**src/design/cfr_pkg.sv**
```systemverilog
// ----------------------------------------------------------------------------
// CRC-checked frame receiver package
// Shared types, field kind codes, register indexes and the CRC-16 byte update.
// ----------------------------------------------------------------------------
`default_nettype none

package cfr_pkg;

    // CRC-16/CCITT-FALSE: polynomial 0x1021, MSB first, initial value 0xFFFF.
    localparam logic [15:0] CRC_INIT = 16'hFFFF;
    localparam logic [15:0] CRC_POLY = 16'h1021;
    localparam logic [15:0] CRC_TOP  = 16'h8000;

    // Number of CRC bytes that close a frame.
    localparam logic [1:0] CRC_BYTES = 2'd2;

    // Field kind codes reported with every word.
    localparam logic [2:0] KIND_DISCARD = 3'd0;
    localparam logic [2:0] KIND_START   = 3'd1;
    localparam logic [2:0] KIND_ID      = 3'd2;
    localparam logic [2:0] KIND_CMD     = 3'd3;
    localparam logic [2:0] KIND_LEN     = 3'd4;
    localparam logic [2:0] KIND_PAYLOAD = 3'd5;
    localparam logic [2:0] KIND_CRC     = 3'd6;

    // Configuration register indexes.
    localparam logic REG_START_VALUE = 1'b0;
    localparam logic REG_VEHICLE_ID  = 1'b1;

    // Parser phase, one-hot.
    typedef enum logic [5:0] {
        PH_WAIT    = 6'b000001,
        PH_ID      = 6'b000010,
        PH_CMD     = 6'b000100,
        PH_LEN     = 6'b001000,
        PH_PAYLOAD = 6'b010000,
        PH_CRC     = 6'b100000
    } cfr_phase_t;

    // One result word.
    typedef struct packed {
        logic [7:0] out_byte;
        logic [2:0] field_kind;
        logic [8:0] byte_index;
        logic       frame_abort;
        logic       frame_end;
        logic       frame_good;
    } cfr_result_t;

    // Feeds one byte into the running CRC, eight shift steps.
    function automatic logic [15:0] crc_feed(input logic [15:0] crc, input logic [7:0] b);
        logic [15:0] c;
        c = crc ^ {b, 8'h00};
        for (int i = 0; i < 8; i++) begin
            if ((c & CRC_TOP) != 16'h0000) begin
                c = {c[14:0], 1'b0} ^ CRC_POLY;
            end else begin
                c = {c[14:0], 1'b0};
            end
        end
        return c;
    endfunction

endpackage

`default_nettype wire

```
**src/design/cfr_in_stage.sv**
```systemverilog
// ----------------------------------------------------------------------------
// CRC-checked frame receiver input stage
// Registers one received word and holds it until the parser consumes it.
// ----------------------------------------------------------------------------
`default_nettype none

module cfr_in_stage (
    input  wire logic       aclk,
    input  wire logic       aresetn,
    input  wire logic       s_tvalid,
    output logic            s_tready,
    input  wire logic [7:0] s_tdata,   // [7:0] rx_byte
    input  wire logic       consume,
    output logic            in_valid,
    output logic [7:0]      in_byte
);

    logic       valid_reg;
    logic [7:0] byte_reg;

    // A new word may enter when the stage is empty or its word leaves now.
    assign s_tready = !valid_reg || consume;

    always_ff @(posedge aclk) begin
        if (!aresetn) begin
            valid_reg <= 1'b0;
        end else if (s_tready) begin
            valid_reg <= s_tvalid;
        end
    end

    always_ff @(posedge aclk) begin
        if (s_tvalid && s_tready) begin
            byte_reg <= s_tdata;
        end
    end

    assign in_valid = valid_reg;
    assign in_byte  = byte_reg;

endmodule

`default_nettype wire

```
**src/design/cfr_frame_fsm.sv**
```systemverilog
// ----------------------------------------------------------------------------
// CRC-checked frame receiver frame parser
// Tracks the frame phase and running CRC and classifies each word.
// ----------------------------------------------------------------------------
`default_nettype none

module cfr_frame_fsm (
    input  wire logic               aclk,
    input  wire logic               aresetn,
    input  wire logic               advance,
    input  wire logic [7:0]         in_byte,
    input  wire logic [7:0]         start_value,
    input  wire logic [7:0]         vehicle_id,
    output cfr_pkg::cfr_result_t    result
);

    import cfr_pkg::*;

    cfr_phase_t  phase_reg, phase_next;
    logic [7:0]  payload_left_reg, payload_left_next;
    logic [1:0]  crc_left_reg, crc_left_next;
    logic [15:0] crc_reg, crc_next;
    logic [8:0]  count_reg, count_next;

    logic [15:0] crc_fed;
    logic [15:0] crc_first;
    logic [8:0]  count_inc;

    assign crc_fed   = crc_feed(crc_reg, in_byte);
    assign crc_first = crc_feed(CRC_INIT, in_byte);
    assign count_inc = count_reg + 9'd1;

    always_comb begin
        phase_next        = phase_reg;
        payload_left_next = payload_left_reg;
        crc_left_next     = crc_left_reg;
        crc_next          = crc_reg;
        count_next        = count_reg;

        result.out_byte    = in_byte;
        result.field_kind  = KIND_DISCARD;
        result.byte_index  = 9'd0;
        result.frame_abort = 1'b0;
        result.frame_end   = 1'b0;
        result.frame_good  = 1'b0;

        case (phase_reg)
            PH_ID: begin
                result.field_kind = KIND_ID;
                result.byte_index = 9'd1;
                if (in_byte == vehicle_id) begin
                    crc_next   = crc_fed;
                    count_next = 9'd2;
                    phase_next = PH_CMD;
                end else begin
                    // The mismatching byte is not tried as a new start byte.
                    result.frame_abort = 1'b1;
                    phase_next         = PH_WAIT;
                end
            end
            PH_CMD: begin
                result.field_kind = KIND_CMD;
                result.byte_index = count_reg;
                crc_next          = crc_fed;
                count_next        = count_inc;
                phase_next        = PH_LEN;
            end
            PH_LEN: begin
                result.field_kind = KIND_LEN;
                result.byte_index = count_reg;
                crc_next          = crc_fed;
                count_next        = count_inc;
                payload_left_next = in_byte;
                phase_next        = (in_byte != 8'd0) ? PH_PAYLOAD : PH_CRC;
            end
            PH_PAYLOAD: begin
                result.field_kind = KIND_PAYLOAD;
                result.byte_index = count_reg;
                crc_next          = crc_fed;
                count_next        = count_inc;
                if (payload_left_reg <= 8'd1) begin
                    payload_left_next = 8'd0;
                    phase_next        = PH_CRC;
                end else begin
                    payload_left_next = payload_left_reg - 8'd1;
                end
            end
            PH_CRC: begin
                result.field_kind = KIND_CRC;
                result.byte_index = count_reg;
                crc_next          = crc_fed;
                count_next        = count_inc;
                if (crc_left_reg <= 2'd1) begin
                    // Last CRC byte: a zero residue means the frame is intact.
                    crc_left_next     = 2'd0;
                    result.frame_end  = 1'b1;
                    result.frame_good = (crc_fed == 16'h0000);
                    phase_next        = PH_WAIT;
                end else begin
                    crc_left_next = crc_left_reg - 2'd1;
                end
            end
            default: begin
                phase_next = PH_WAIT;
                if (in_byte == start_value) begin
                    result.field_kind = KIND_START;
                    crc_next          = crc_first;
                    count_next        = 9'd1;
                    payload_left_next = 8'd0;
                    crc_left_next     = CRC_BYTES;
                    phase_next        = PH_ID;
                end
            end
        endcase
    end

    always_ff @(posedge aclk) begin
        if (!aresetn) begin
            phase_reg        <= PH_WAIT;
            payload_left_reg <= 8'd0;
            crc_left_reg     <= CRC_BYTES;
            crc_reg          <= CRC_INIT;
            count_reg        <= 9'd0;
        end else if (advance) begin
            phase_reg        <= phase_next;
            payload_left_reg <= payload_left_next;
            crc_left_reg     <= crc_left_next;
            crc_reg          <= crc_next;
            count_reg        <= count_next;
        end
    end

endmodule

`default_nettype wire

```
**src/design/cfr_out_stage.sv**
```systemverilog
// ----------------------------------------------------------------------------
// CRC-checked frame receiver output stage
// Holds one result word and packs it onto the master stream.
// ----------------------------------------------------------------------------
`default_nettype none

module cfr_out_stage (
    input  wire logic                 aclk,
    input  wire logic                 aresetn,
    input  wire logic                 in_valid,
    input  wire cfr_pkg::cfr_result_t result,
    output logic                      out_ready,
    output logic                      m_tvalid,
    input  wire logic                 m_tready,
    output logic [23:0]               m_tdata,  // [7:0] out_byte, [16:8] byte_index
    output logic                      m_tlast,  // frame_end
    output logic [4:0]                m_tuser   // [2:0] field_kind, [3] frame_abort,
                                                // [4] frame_good
);

    import cfr_pkg::*;

    logic        valid_reg;
    cfr_result_t result_reg;

    assign out_ready = !valid_reg || m_tready;

    always_ff @(posedge aclk) begin
        if (!aresetn) begin
            valid_reg <= 1'b0;
        end else if (out_ready) begin
            valid_reg <= in_valid;
        end
    end

    always_ff @(posedge aclk) begin
        if (in_valid && out_ready) begin
            result_reg <= result;
        end
    end

    assign m_tvalid = valid_reg;
    assign m_tdata  = {7'd0, result_reg.byte_index, result_reg.out_byte};
    assign m_tlast  = result_reg.frame_end;
    assign m_tuser  = {result_reg.frame_good, result_reg.frame_abort, result_reg.field_kind};

endmodule

`default_nettype wire

```
**src/design/crc_checked_frame_receiver.sv**
```systemverilog
// ----------------------------------------------------------------------------
// CRC-checked frame receiver
// Byte-serial deframer with CRC-16/CCITT-FALSE check and per-word tagging.
// ----------------------------------------------------------------------------
// The receiver takes one byte per word on the slave stream and returns one
// tagged word per byte on the master stream, so it sustains one word per
// clock cycle while m_tready is high. The input register takes the byte on
// acceptance, the parser logic tags it, and the result register takes the
// tagged word when it has room, which raises m_tvalid.
// A frame is a start byte, the vehicle id, a command byte, a length byte,
// that many payload bytes and two CRC bytes. Bytes outside a frame are echoed
// as discarded until one equals start_value. An id byte that differs from
// vehicle_id aborts the frame, and that byte is not tried as a start byte.
// The CRC (polynomial 0x1021, initial value 0xFFFF, no final XOR) covers
// every frame byte including both CRC bytes; the last CRC byte raises m_tlast
// and reports the frame good when the residue is zero. A start byte value
// seen inside a frame is taken as whatever field the frame expects there.
// Configuration is written through cfg_wr_en, cfg_addr and cfg_wdata
// (index 0 start_value, index 1 vehicle_id) while the stream is idle.
// ----------------------------------------------------------------------------
`default_nettype none

module crc_checked_frame_receiver (
    input  wire logic        aclk,
    input  wire logic        aresetn,
    // Configuration write port.
    input  wire logic        cfg_wr_en,
    input  wire logic        cfg_addr,
    input  wire logic [7:0]  cfg_wdata,
    // Received bytes.
    input  wire logic        s_tvalid,
    output logic             s_tready,
    input  wire logic [7:0]  s_tdata,   // [7:0] rx_byte
    // Tagged result words.
    output logic             m_tvalid,
    input  wire logic        m_tready,
    output logic [23:0]      m_tdata,   // [7:0] out_byte, [16:8] byte_index
    output logic             m_tlast,   // frame_end
    output logic [4:0]       m_tuser    // [2:0] field_kind, [3] frame_abort,
                                        // [4] frame_good
);

    import cfr_pkg::*;

    logic [7:0]  start_byte_reg;
    logic [7:0]  vehicle_id_reg;

    logic        in_valid;
    logic [7:0]  in_byte;
    logic        out_ready;
    logic        advance;
    cfr_result_t result;

    // Configuration registers. The index decodes to one of the two registers.
    always_ff @(posedge aclk) begin
        if (!aresetn) begin
            start_byte_reg <= 8'd0;
            vehicle_id_reg <= 8'd0;
        end else if (cfg_wr_en) begin
            case (cfg_addr)
                REG_START_VALUE: start_byte_reg <= cfg_wdata;
                REG_VEHICLE_ID:  vehicle_id_reg <= cfg_wdata;
                default: ;
            endcase
        end
    end

    // The parser state moves exactly when a word passes into the result register.
    assign advance = in_valid && out_ready;

    cfr_in_stage u_in_stage (
        .aclk     (aclk),
        .aresetn  (aresetn),
        .s_tvalid (s_tvalid),
        .s_tready (s_tready),
        .s_tdata  (s_tdata),
        .consume  (out_ready),
        .in_valid (in_valid),
        .in_byte  (in_byte)
    );

    cfr_frame_fsm u_frame_fsm (
        .aclk        (aclk),
        .aresetn     (aresetn),
        .advance     (advance),
        .in_byte     (in_byte),
        .start_value (start_byte_reg),
        .vehicle_id  (vehicle_id_reg),
        .result      (result)
    );

    cfr_out_stage u_out_stage (
        .aclk      (aclk),
        .aresetn   (aresetn),
        .in_valid  (in_valid),
        .result    (result),
        .out_ready (out_ready),
        .m_tvalid  (m_tvalid),
        .m_tready  (m_tready),
        .m_tdata   (m_tdata),
        .m_tlast   (m_tlast),
        .m_tuser   (m_tuser)
    );

endmodule

`default_nettype wire

```
**config.mk**
```make
export PLATFORM = sky130hd
export DESIGN_NAME = crc_checked_frame_receiver
export DESIGN_NICKNAME = d
export VERILOG_FILES = /design/src/design/cfr_pkg.sv /design/src/design/cfr_in_stage.sv /design/src/design/cfr_frame_fsm.sv /design/src/design/cfr_out_stage.sv /design/src/design/crc_checked_frame_receiver.sv
export SDC_FILE = /design/constraint.sdc
export NUM_CORES = 1
export LEC_CHECK = 0
export ABC_AREA = 1
export ABC_CLOCK_PERIOD_IN_PS = 2700
export BUFFER_PORTS_ARGS = -buffer_cell sky130_fd_sc_hd__buf_2
export CAP_MARGIN = 10
export CORE_MARGIN = 3
export CORE_UTILIZATION = 59
export DETAILED_ROUTE_END_ITERATION = 10
export GPL_ROUTABILITY_DRIVEN = 1
export MAX_ROUTING_LAYER = met4
export PLACE_DENSITY = 0.77
export SETUP_SLACK_MARGIN = 0.1
export SLEW_MARGIN = 20
export SYNTH_ARGS = -nofsm -noshare
export SYNTH_HDL_FRONTEND = slang
export SYNTH_SLANG_ARGS = --single-unit
```
**constraint.sdc**
```tcl
create_clock -name aclk -period 2.7 [get_ports aclk]
set_clock_uncertainty 0.2 [all_clocks]
set_input_delay 0.405 -clock aclk [delete_from_list [all_inputs] [get_ports aclk]]
set_output_delay 0.405 -clock aclk [all_outputs]
set_load 0.02 [all_outputs]
```
==> results of run 1 <==
[area by class of cell]
cell class	instances	area share [%]
clock inverter	5	1.05
multi-input combinational	474	43.1
clock buffer	11	2.51
tap	102	2.43
inverter	68	4.92
sequential	90	40.3
timing repair buffer	54	5.68
[layer usage]
layer	share of wire, %	global-route usage [%]
met1	46	33.9
met3	6.3	5.00
met5	0	-
met4	1.7	9.60
met2	46	40.1
[final timing paths]
kind | to | slack (ns) | cells after the start
min | u_in_stage.in_byte[6]$_DFFE_PP_ | 0.01 | 1
min reg2reg | u_frame_fsm.payload_left_reg[1]$_SDFFE_PN0P_ | 0.28 | 2
max | u_frame_fsm.crc_reg[0]$_SDFFE_PN1P_ | 0.29 | 11
max reg2reg | u_frame_fsm.crc_reg[0]$_SDFFE_PN1P_ | 0.29 | 11
[per-stage QoR]
stage,worst slack (ns),utilization [%],power (mW),hold WS (ns)
4_1_cts,0.323,66.8,2.73,0.0000501
5_1_grt,0.142,67.2,2.85,0.000861
2_1_floorplan,0.489,-,1.76,0.221
3_5_place_dp,0.389,64.4,1.84,0.263
6_report,0.293,67.2,2.73,0.00953
3_3_place_gp,0.428,64.4,1.83,0.255
[kinds of logic after synthesis]
logic type / after synthesis / synth area share [%]
other: 1 / 0.0781
AO/OA/AOI/OAI: 77 / 8.52
buffers and inverters: 99 / 9.38
flip-flops: 90 / 44.0
XOR/XNOR: 37 / 6.75
adder cells (fa/ha/maj): 3 / 0.782
AND/OR/NAND/NOR: 350 / 30.5
[synthesized netlist by cell type, drive strengths merged]
| cell | instances | area share [%] |
|---|---|---|
| o21a | 1 | 0.16 |
| a21oi | 32 | 3.5 |
| a211oi | 1 | 0.16 |
| o211ai | 1 | 0.16 |
| conb | 1 | 0.078 |
| nand4 | 14 | 1.8 |
| nand2 | 204 | 16 |
| nand3 | 45 | 5.0 |
| clkbuf | 10 | 0.78 |
| inv | 67 | 5.3 |
| buf | 21 | 3.2 |
| nand3b | 1 | 0.16 |
| nor2b | 1 | 0.13 |
| xor2 | 15 | 2.7 |
| o21ai | 38 | 4.0 |
| nor2 | 81 | 6.5 |
| xnor2 | 22 | 4.0 |
| or2 | 1 | 0.13 |
| nor3b | 1 | 0.16 |
| ha | 3 | 0.78 |
| nor3 | 2 | 0.21 |
| o22ai | 4 | 0.52 |
| dfxtp | 59 | 25 |
| edfxtp | 31 | 19 |
| clkinv | 1 | 0.078 |
[power by group]
group	internal, mW	switching (mW)	leakage [nW]	total [mW]
clock network	0.426	0.486	0.0909	0.912
logic	0.111	0.216	1.49	0.327
registers	1.45	0.0416	0.775	1.49
[timing repair]
action	in CTS	in global routing
hold endpoints to repair	0	3
hold buffers	0	3
gates resized for setup	0	0
==> flow_summary.ini, run 1 <==
[outcome]
status = finished, final reports clean

[layout]
multiInputGateArea_um2 = 2260
drive_gt1_share_pct = 11.8
largest_register_ffs = 17
final_cell_mix = nand2_1 (199), nor2_1 (79), inv_1 (59), dfxtp_1 (59), buf_2 (46)
syn_to_final_growth_pct = 9.20
fillers = 682
stdcell_area_um2 = 5240
layout.cells.most_common = nand2_1
layout.cells.non_filler = 804
nNetsFinal = 722
regArea_um2 = 2110
antenna_cells = 0

[placed_design]
dp.cells = 785
io_buffers = 46
place.detailed.hpwl_um = 7890
gp_congestion = 0.905
placed_cell_area_um2 = 5030

[worst_setup_path]
slowest_delay_ns = 0.57
critPathLaunchType = flip-flop
critPathKind = flip-flop to flip-flop
critPathTopFamily = simple AND/OR/NAND/NOR gates
path_cells = inv_1 > nand2_1 > nand2_1 > nand2_1 > nor2_1 > nand2_1 > nand2_4 > nand3_4 > inv_4 > nand2_1 > nand3_1
worstReg2RegStart = u_in_stage.in_byte[1]$_DFFE_PP_
cp_num_buf_inv = 2
arrival_ns = 2.52
cpMaxStageDelayCell = edfxtp_1
crit_path_frequent_cell = nand2_1
end_kind = flip-flop
crit_path_start = u_in_stage.in_byte[1]$_DFFE_PP_
crit_required_ns = 2.81
crit_path_max_fanout = 28

[synth]
yosysWarnings = 0
ys_seq_elements = 90
syn_avg_cell_area_um2 = 7.31
synth-seq-area-share_pct = 44.0
ys_types = 36
synthCells = 657
netlist_area_um2 = 4800

[timing]
setup_tns_ns = 0
final_hold_viol_count = 0
rsz0062_at_grt = false
clock.fmax_mhz = 416
finalSetupViolations = 0
finalCritPeriodShare_pct = 89.1
period_needed_ns = 2.41
worstMarginPinSlew_ns = 0.681
relSlewSlack_pct = 54.5
finalMaxSlewViolations = 0

[die]
std_cell_rows = 32
die_x_um = 96.2
core-area_um2 = 7810
die_h_um = 96.2
io_pins = 54
dieArea_um2 = 9260
initial_utilization_pct = 61.5

[cts]
post_cts_buffers = 0
htreeDepth = 3
cts_sinks = 90
cts_made_buffers = 9
cts.reportedPaths.clkPinSlew_ns = 0.09
clock-root-buffer = clkbuf_8
cts_tree = yes
clock_path_buffers = 2
clock_latency_ns = 0.36

[grt]
grt_usage_pct = 25.9
grt_pass1_wl_um = 18100
grt_pass1_vias = 3856
antenna_found_initial = 0
grt-ovfl-total = 0
grt_start_max_net_pins = 40

[job]
cap_violations = 0

[hold_path]
min_path_type = input pin to flip-flop
hp-start = s_tdata[6]

[power_and_ir_drop]
p_leak_nw = 2.36
p_per_area_nw_per_um2 = 521
peakVddDrop_mv = 0.298

[drt]
via_per_inst = 5.28
ant_nets = 0
vias = 4244
wirelength_um = 10900
drtPass1Iterations = 5
drtIter0Drc = 233
wl_per_cell_um = 13.6
remaining_drc_errors = 0
No activity file was read; power rests on OpenSTA's default activity.
==> inputs of run 2 (changes only) <==
--- a/config.mk
+++ b/config.mk
@@ -6,7 +6,7 @@
 export NUM_CORES = 1
 export LEC_CHECK = 0
 export ABC_AREA = 1
-export ABC_CLOCK_PERIOD_IN_PS = 2700
+export ABC_CLOCK_PERIOD_IN_PS = 2480
 export BUFFER_PORTS_ARGS = -buffer_cell sky130_fd_sc_hd__buf_2
 export CAP_MARGIN = 10
 export CORE_MARGIN = 3
==> constraint.sdc (replaced) <==
create_clock -name aclk -period 2.48 [get_ports aclk]
set_clock_uncertainty 0.2 [all_clocks]
set_input_delay 0.372 -clock aclk [delete_from_list [all_inputs] [get_ports aclk]]
set_output_delay 0.372 -clock aclk [all_outputs]
set_load 0.02 [all_outputs]
==> run 2 against run 1 <==
Register-to-register slack gained 0.02 ns. Power increased by 5.9%. Flip-flop and latch count did not move. Wire length increased by 4.3%. Final area increased by 1.3%. Global-route usage up 0.058 points. Setup slack gained 0.016 ns. Via count up 3.3%. Clock power is 2% lower. Utilization rose by 0.87 points. Maximum frequency rose by 11%. Largest cell class unchanged.
==> flow_summary.ini, run 2 (synthesized netlist as in run 1, its figures left out) <==
[die]
initial_utilization_pct = 61.5
dieArea_um2 = 9260
core-area_um2 = 7810
std_cell_rows = 32
die_x_um = 96.2
die_h_um = 96.2
io_pins = 54

[timing]
final_hold_viol_count = 0
period_needed_ns = 2.17
finalCritPeriodShare_pct = 87.5
rsz0062_at_grt = false
setup_tns_ns = 0
finalSetupViolations = 0
clock.fmax_mhz = 461
worstMarginPinSlew_ns = 0.675
relSlewSlack_pct = 55.0
finalMaxSlewViolations = 0

[power_and_ir_drop]
pwr-share-clk_pct = 31.1
p_seq_share_pct = 56.0
combPwrFrac_pct = 13.0
p_leak_nw = 2.40
peakVddDrop_mv = 0.381
switchingPower_mw = 0.794
p_per_area_nw_per_um2 = 544
swShare_pct = 27.5
p_int_mw = 2.10

[cts]
post_cts_buffers = 0
cts_resized = 0
cts.reportedPaths.clkPinSlew_ns = 0.09
cts_tree = yes
htreeDepth = 3
clock-root-buffer = clkbuf_8
cts_sinks = 90
clock_path_buffers = 2
cts_made_buffers = 9
clock_latency_ns = 0.37

[grt]
antenna_found_initial = 0
grt_usage_pct = 26.0
grt_pass1_wl_um = 18100
grt-ovfl-total = 0
grt_pass1_vias = 3874
grt_start_max_net_pins = 40

[layout]
nNetsFinal = 732
layout.cells.non_filler = 814
syn_to_final_growth_pct = 10.6
antenna_cells = 0
layout.cells.most_common = nand2_1
largest_register_ffs = 17
drive_gt1_share_pct = 12.2
fillers = 680
final_cell_mix = nand2_1 (199), nor2_1 (79), inv_1 (59), dfxtp_1 (59), buf_2 (46)

[placed_design]
gp_congestion = 0.904
dp.cells = 789
io_buffers = 46
place.detailed.hpwl_um = 8100

[worst_setup_path]
end_kind = flip-flop
worstReg2RegStart = u_in_stage.in_byte[1]$_DFFE_PP_
critPathLaunchType = flip-flop
critPathKind = flip-flop to flip-flop
crit_path_start = u_in_stage.in_byte[1]$_DFFE_PP_
crit_path_max_fanout = 14
crit_required_ns = 2.51
arrival_ns = 2.20

[drt]
drtIter0Drc = 273
vias = 4386
ant_nets = 0
drtPass1Iterations = 5
remaining_drc_errors = 0
wl_per_cell_um = 14.0
wirelength_um = 11400
via_per_inst = 5.39

[job]
cap_violations = 0

[outcome]
status = finished, final reports clean

[hold_path]
hp-start = cfg_wdata[5]
min_path_type = input pin to flip-flop
run 2: cell types whose count changed in the layout (fill, tap and decap cells not counted):
| cell | before | now |
|---|---|---|
| dlygate4sd3_1 | 3 | 8 |
| bufinv_16 | 1 | 0 |
| buf_4 | 5 | 9 |
| clkbuf_8 | 9 | 10 |
| inv_4 | 1 | 2 |
| nand3_2 | 0 | 1 |
| clkbuf_1 | 2 | 3 |
| clkinv_4 | 1 | 0 |
| clkinvlp_4 | 1 | 0 |
run 2: area by class of cell:
type / instances / area (um^2) / area share, %
repair buffers: 63 / 378 / 7.11
well taps: 102 / 128 / 2.40
inverters: 68 / 258 / 4.85
flip-flops and latches: 90 / 2110 / 39.8
clock inverters: 3 / 15.0 / 0.283
multi-input cells: 475 / 2270 / 42.8
clock buffers: 13 / 149 / 2.80
run 2: worst max-delay path, stage by stage (launching register included):
cell      delay (ns)
edfxtp_1        0.53
inv_1           0.16
nand2_1         0.07
nand2_1         0.05
nand2_1         0.05
nor2_1          0.11
nand2_1         0.13
nand2_4         0.17
nand3_2         0.34
nand2_1         0.18
a21oi_2         0.06
run 2: worst paths after layout:
path                                                                endpoint  slack (ns)  cells after the start
worst min-delay path                          start_byte_reg[5]$_SDFFE_PN0P_        0.04                      3
worst min register to register  u_frame_fsm.payload_left_reg[1]$_SDFFE_PN0P_        0.27                      2
worst max register to register         u_frame_fsm.count_reg[3]$_SDFFE_PN0P_        0.31                     10
worst max-delay path                   u_frame_fsm.count_reg[3]$_SDFFE_PN0P_        0.31                     10
run 2: stage by stage:
stage                     hold WS (ns)  utilization [%]  instance area, um^2  power (mW)  worst slack [ns]
final                           0.0362             68.0                 5310        2.89             0.309
after global routing            0.0625             68.0                 5310        3.00             0.125
after global placement           0.256             64.8                 5060        2.01             0.314
after detailed placement         0.257             64.8                 5060        2.01             0.264
after floorplan                  0.221                -                 4820        1.92             0.296
after CTS                       0.0398             67.9                 5300        2.89             0.225
run 2: what timing repair did:
action | in CTS | in global routing
hold buffers | 8 | 0
endpoints found under the hold margin | 8 | 0
endpoints found under the setup margin | 0 | 16
run 2: power groups by stage:
stage / sequential (mW) / clock [mW] / combinational (mW)
6_report: 1.62 / 0.898 / 0.375
5_1_grt: 1.63 / 0.956 / 0.419
3_3_place_gp: 1.65 / 0 / 0.355
2_1_floorplan: 1.66 / 0 / 0.261
3_5_place_dp: 1.65 / 0 / 0.358
4_1_cts: 1.62 / 0.902 / 0.370
run 2: per-layer routing:
layer / global-route usage (%) / part of all wire (%)
met1: 33.9 / 44
met2: 40.7 / 47
met3: 4.85 / 6.8
met4: 8.89 / 1.9
met5: - / 0
==> inputs of run 3 (changes only) <==
--- a/config.mk
+++ b/config.mk
@@ -7,11 +7,11 @@
 export LEC_CHECK = 0
 export ABC_AREA = 1
 export ABC_CLOCK_PERIOD_IN_PS = 2480
-export BUFFER_PORTS_ARGS = -buffer_cell sky130_fd_sc_hd__buf_2
 export CAP_MARGIN = 10
 export CORE_MARGIN = 3
-export CORE_UTILIZATION = 59
+export CORE_UTILIZATION = 64
 export DETAILED_ROUTE_END_ITERATION = 10
+export DONT_BUFFER_PORTS = 1
 export GPL_ROUTABILITY_DRIVEN = 1
 export MAX_ROUTING_LAYER = met4
 export PLACE_DENSITY = 0.77
==> run 3 against run 2 <==
Die area decreased by 7.3%. Sequential power is essentially flat. Sequential share of layout area up 0.51 points. Combinational power shrank 11%. Worst hold slack got worse by 0.014 ns. Power rose by 2.3%. Via count is 4.4% lower. Wire length shrank 4.9%. Maximum frequency decreased by 3.9%. Final area is 1.3% lower. Critical endpoint is now u_frame_fsm.count_reg[1]$_SDFFE_PN0P_. Largest cell class unchanged. Largest power group unchanged. Highest routed layer unchanged.
==> flow_summary.ini, run 3 (synthesized netlist as in run 1, its figures left out) <==
[outcome]
status = finished, final reports clean

[layout]
stdcell_area_um2 = 5240
largest_register_ffs = 17
regArea_um2 = 2110
layout.cells.non_filler = 775
fillers = 582
nNetsFinal = 699
multiInputGateArea_um2 = 2270
syn_to_final_growth_pct = 9.20
antenna_cells = 0
layout.cells.most_common = nand2_1
drive_gt1_share_pct = 6.92
final_cell_mix = nand2_1 (199), nor2_1 (79), inv_1 (59), dfxtp_1 (59), nand3_1 (44)

[job]
cap_violations = 0

[die]
dieArea_um2 = 8580
std_cell_rows = 30
core-area_um2 = 7020
initial_utilization_pct = 68.4
io_pins = 54
die_x_um = 92.6
die_h_um = 92.6

[hold_path]
min_path_type = input pin to flip-flop
hp-start = cfg_wdata[2]
min_to = start_byte_reg[2]$_SDFFE_PN0P_
whs_path_depth = 2

[worst_setup_path]
critPathLaunchType = flip-flop
crit_required_ns = 2.54
crit_path_frequent_cell = nor2_1
critPathTopFamily = simple AND/OR/NAND/NOR gates
slowest_delay_ns = 0.55
regToRegEndpoint = u_frame_fsm.count_reg[1]$_SDFFE_PN0P_
cpMaxStageDelayCell = edfxtp_1
arrival_ns = 2.32
critPathKind = flip-flop to flip-flop
cp_num_cells = 8
worstReg2RegStart = u_in_stage.in_byte[1]$_DFFE_PP_
r2r_cells = 8
crit_path_max_fanout = 14
path_cells = xnor2_1 > nand2_1 > nor2_1 > nand2_2 > nand2_4 > nand3_2 > nor2_1 > nor2_1
r2r_slack_ns = 0.22
cp_num_buf_inv = 0
end_kind = flip-flop

[power_and_ir_drop]
p_leak_nw = 2.29
switchingPower_mw = 0.842
p_int_mw = 2.12
power.total_mw = 2.96
combPwrFrac_pct = 11.3
pwr-share-clk_pct = 33.1
peakVddDrop_mv = 0.470
p_per_area_nw_per_um2 = 564
swShare_pct = 28.5
p_seq_share_pct = 55.6

[drt]
drtIter0Drc = 228
wirelength_um = 10800
remaining_drc_errors = 0
via_per_inst = 5.41
wl_per_cell_um = 14.0
vias = 4191
drtPass1Iterations = 5
ant_nets = 0

[timing]
setup_tns_ns = 0
relSlewSlack_pct = 55.1
period_needed_ns = 2.26
final_hold_viol_count = 0
finalCritPeriodShare_pct = 91.1
worstMarginPinSlew_ns = 0.673
rsz0062_at_grt = true
holdWs_ns = 0.0223
finalMaxSlewViolations = 0
finalSetupViolations = 0
clock.fmax_mhz = 443

[cts]
clock-root-buffer = clkbuf_8
cts_made_buffers = 9
cts_sinks = 90
htreeDepth = 3
clock_latency_ns = 0.37
clock_path_buffers = 2
cts_tree = yes
cts.reportedPaths.clkPinSlew_ns = 0.10

[grt]
antenna_found_initial = 0
grt_usage_pct = 26.3
grt_pass1_vias = 3703
grt-ovfl-total = 0
grt_start_max_net_pins = 39
grt_pass1_wl_um = 17500

[placed_design]
place.detailed.hpwl_um = 7580
dp.cells = 735
gp_congestion = 0.913
placed_cell_area_um2 = 4800
io_buffers = 0
[run 3: final cells by class]
cell class | instances | area share [%]
Sequential cell | 90 | 40.3
Clock buffer | 10 | 2.62
Multi-Input combinational cell | 475 | 43.3
Inverter | 68 | 4.96
Timing Repair Buffer | 30 | 5.44
Tap cell | 96 | 2.29
Clock inverter | 6 | 1.07
[run 3: metal layers]
| metal | wire length, um | part of all wire (%) | vias up | GRT usage [%] |
|---|---|---|---|---|
| li1 | - | - | 2114 | - |
| met1 | 4950 | 46 | 1896 | 34.5 |
| met2 | 4930 | 46 | 153 | 40.8 |
| met3 | 619 | 5.7 | 28 | 4.55 |
| met4 | 310 | 2.9 | 0 | 10.9 |
| met5 | 0 | 0 | - | - |
[run 3: how the worst max path moves through the flow]
stage	from	to	slack, ns
6_report	u_in_stage.in_byte[1]$_DFFE_PP_	u_frame_fsm.count_reg[1]$_SDFFE_PN0P_	0.22
5_1_grt	m_tready	u_frame_fsm.payload_left_reg[4]$_SDFFE_PN0P_	0.08
4_1_cts	u_in_stage.in_byte[5]$_DFFE_PP_	u_frame_fsm.crc_reg[15]$_SDFFE_PN1P_	0.16
3_5_place_dp	u_in_stage.in_byte[5]$_DFFE_PP_	u_frame_fsm.crc_reg[5]$_SDFFE_PN1P_	0.19
3_3_place_gp	u_in_stage.in_byte[1]$_DFFE_PP_	u_frame_fsm.crc_reg[0]$_SDFFE_PN1P_	0.27
2_1_floorplan	u_out_stage.m_tvalid$_SDFFE_PN0P_	u_frame_fsm.count_reg[3]$_SDFFE_PN0P_	0.30
[run 3: repair_timing]
action,4_1_cts,5_1_grt
gates resized for setup,0,1
hold buffers,20,0
endpoints found under the hold margin,48,0
buffers inserted,0,3
endpoints found under the setup margin,0,19
[run 3: metrics by stage]
stage	util, %	setup slack, ns
6_report	74.7	0.221
5_1_grt	74.7	0.0801
4_1_cts	74.2	0.157
3_5_place_dp	68.4	0.188
3_3_place_gp	68.4	0.265
2_1_floorplan	-	0.296
[run 3: power groups by stage]
stage	clock network, mW	logic [mW]	registers, mW
3_3_place_gp	0	0.281	1.68
6_report	0.979	0.334	1.65
2_1_floorplan	0	0.261	1.66
3_5_place_dp	0	0.285	1.68
4_1_cts	0.991	0.322	1.65
5_1_grt	1.06	0.376	1.65
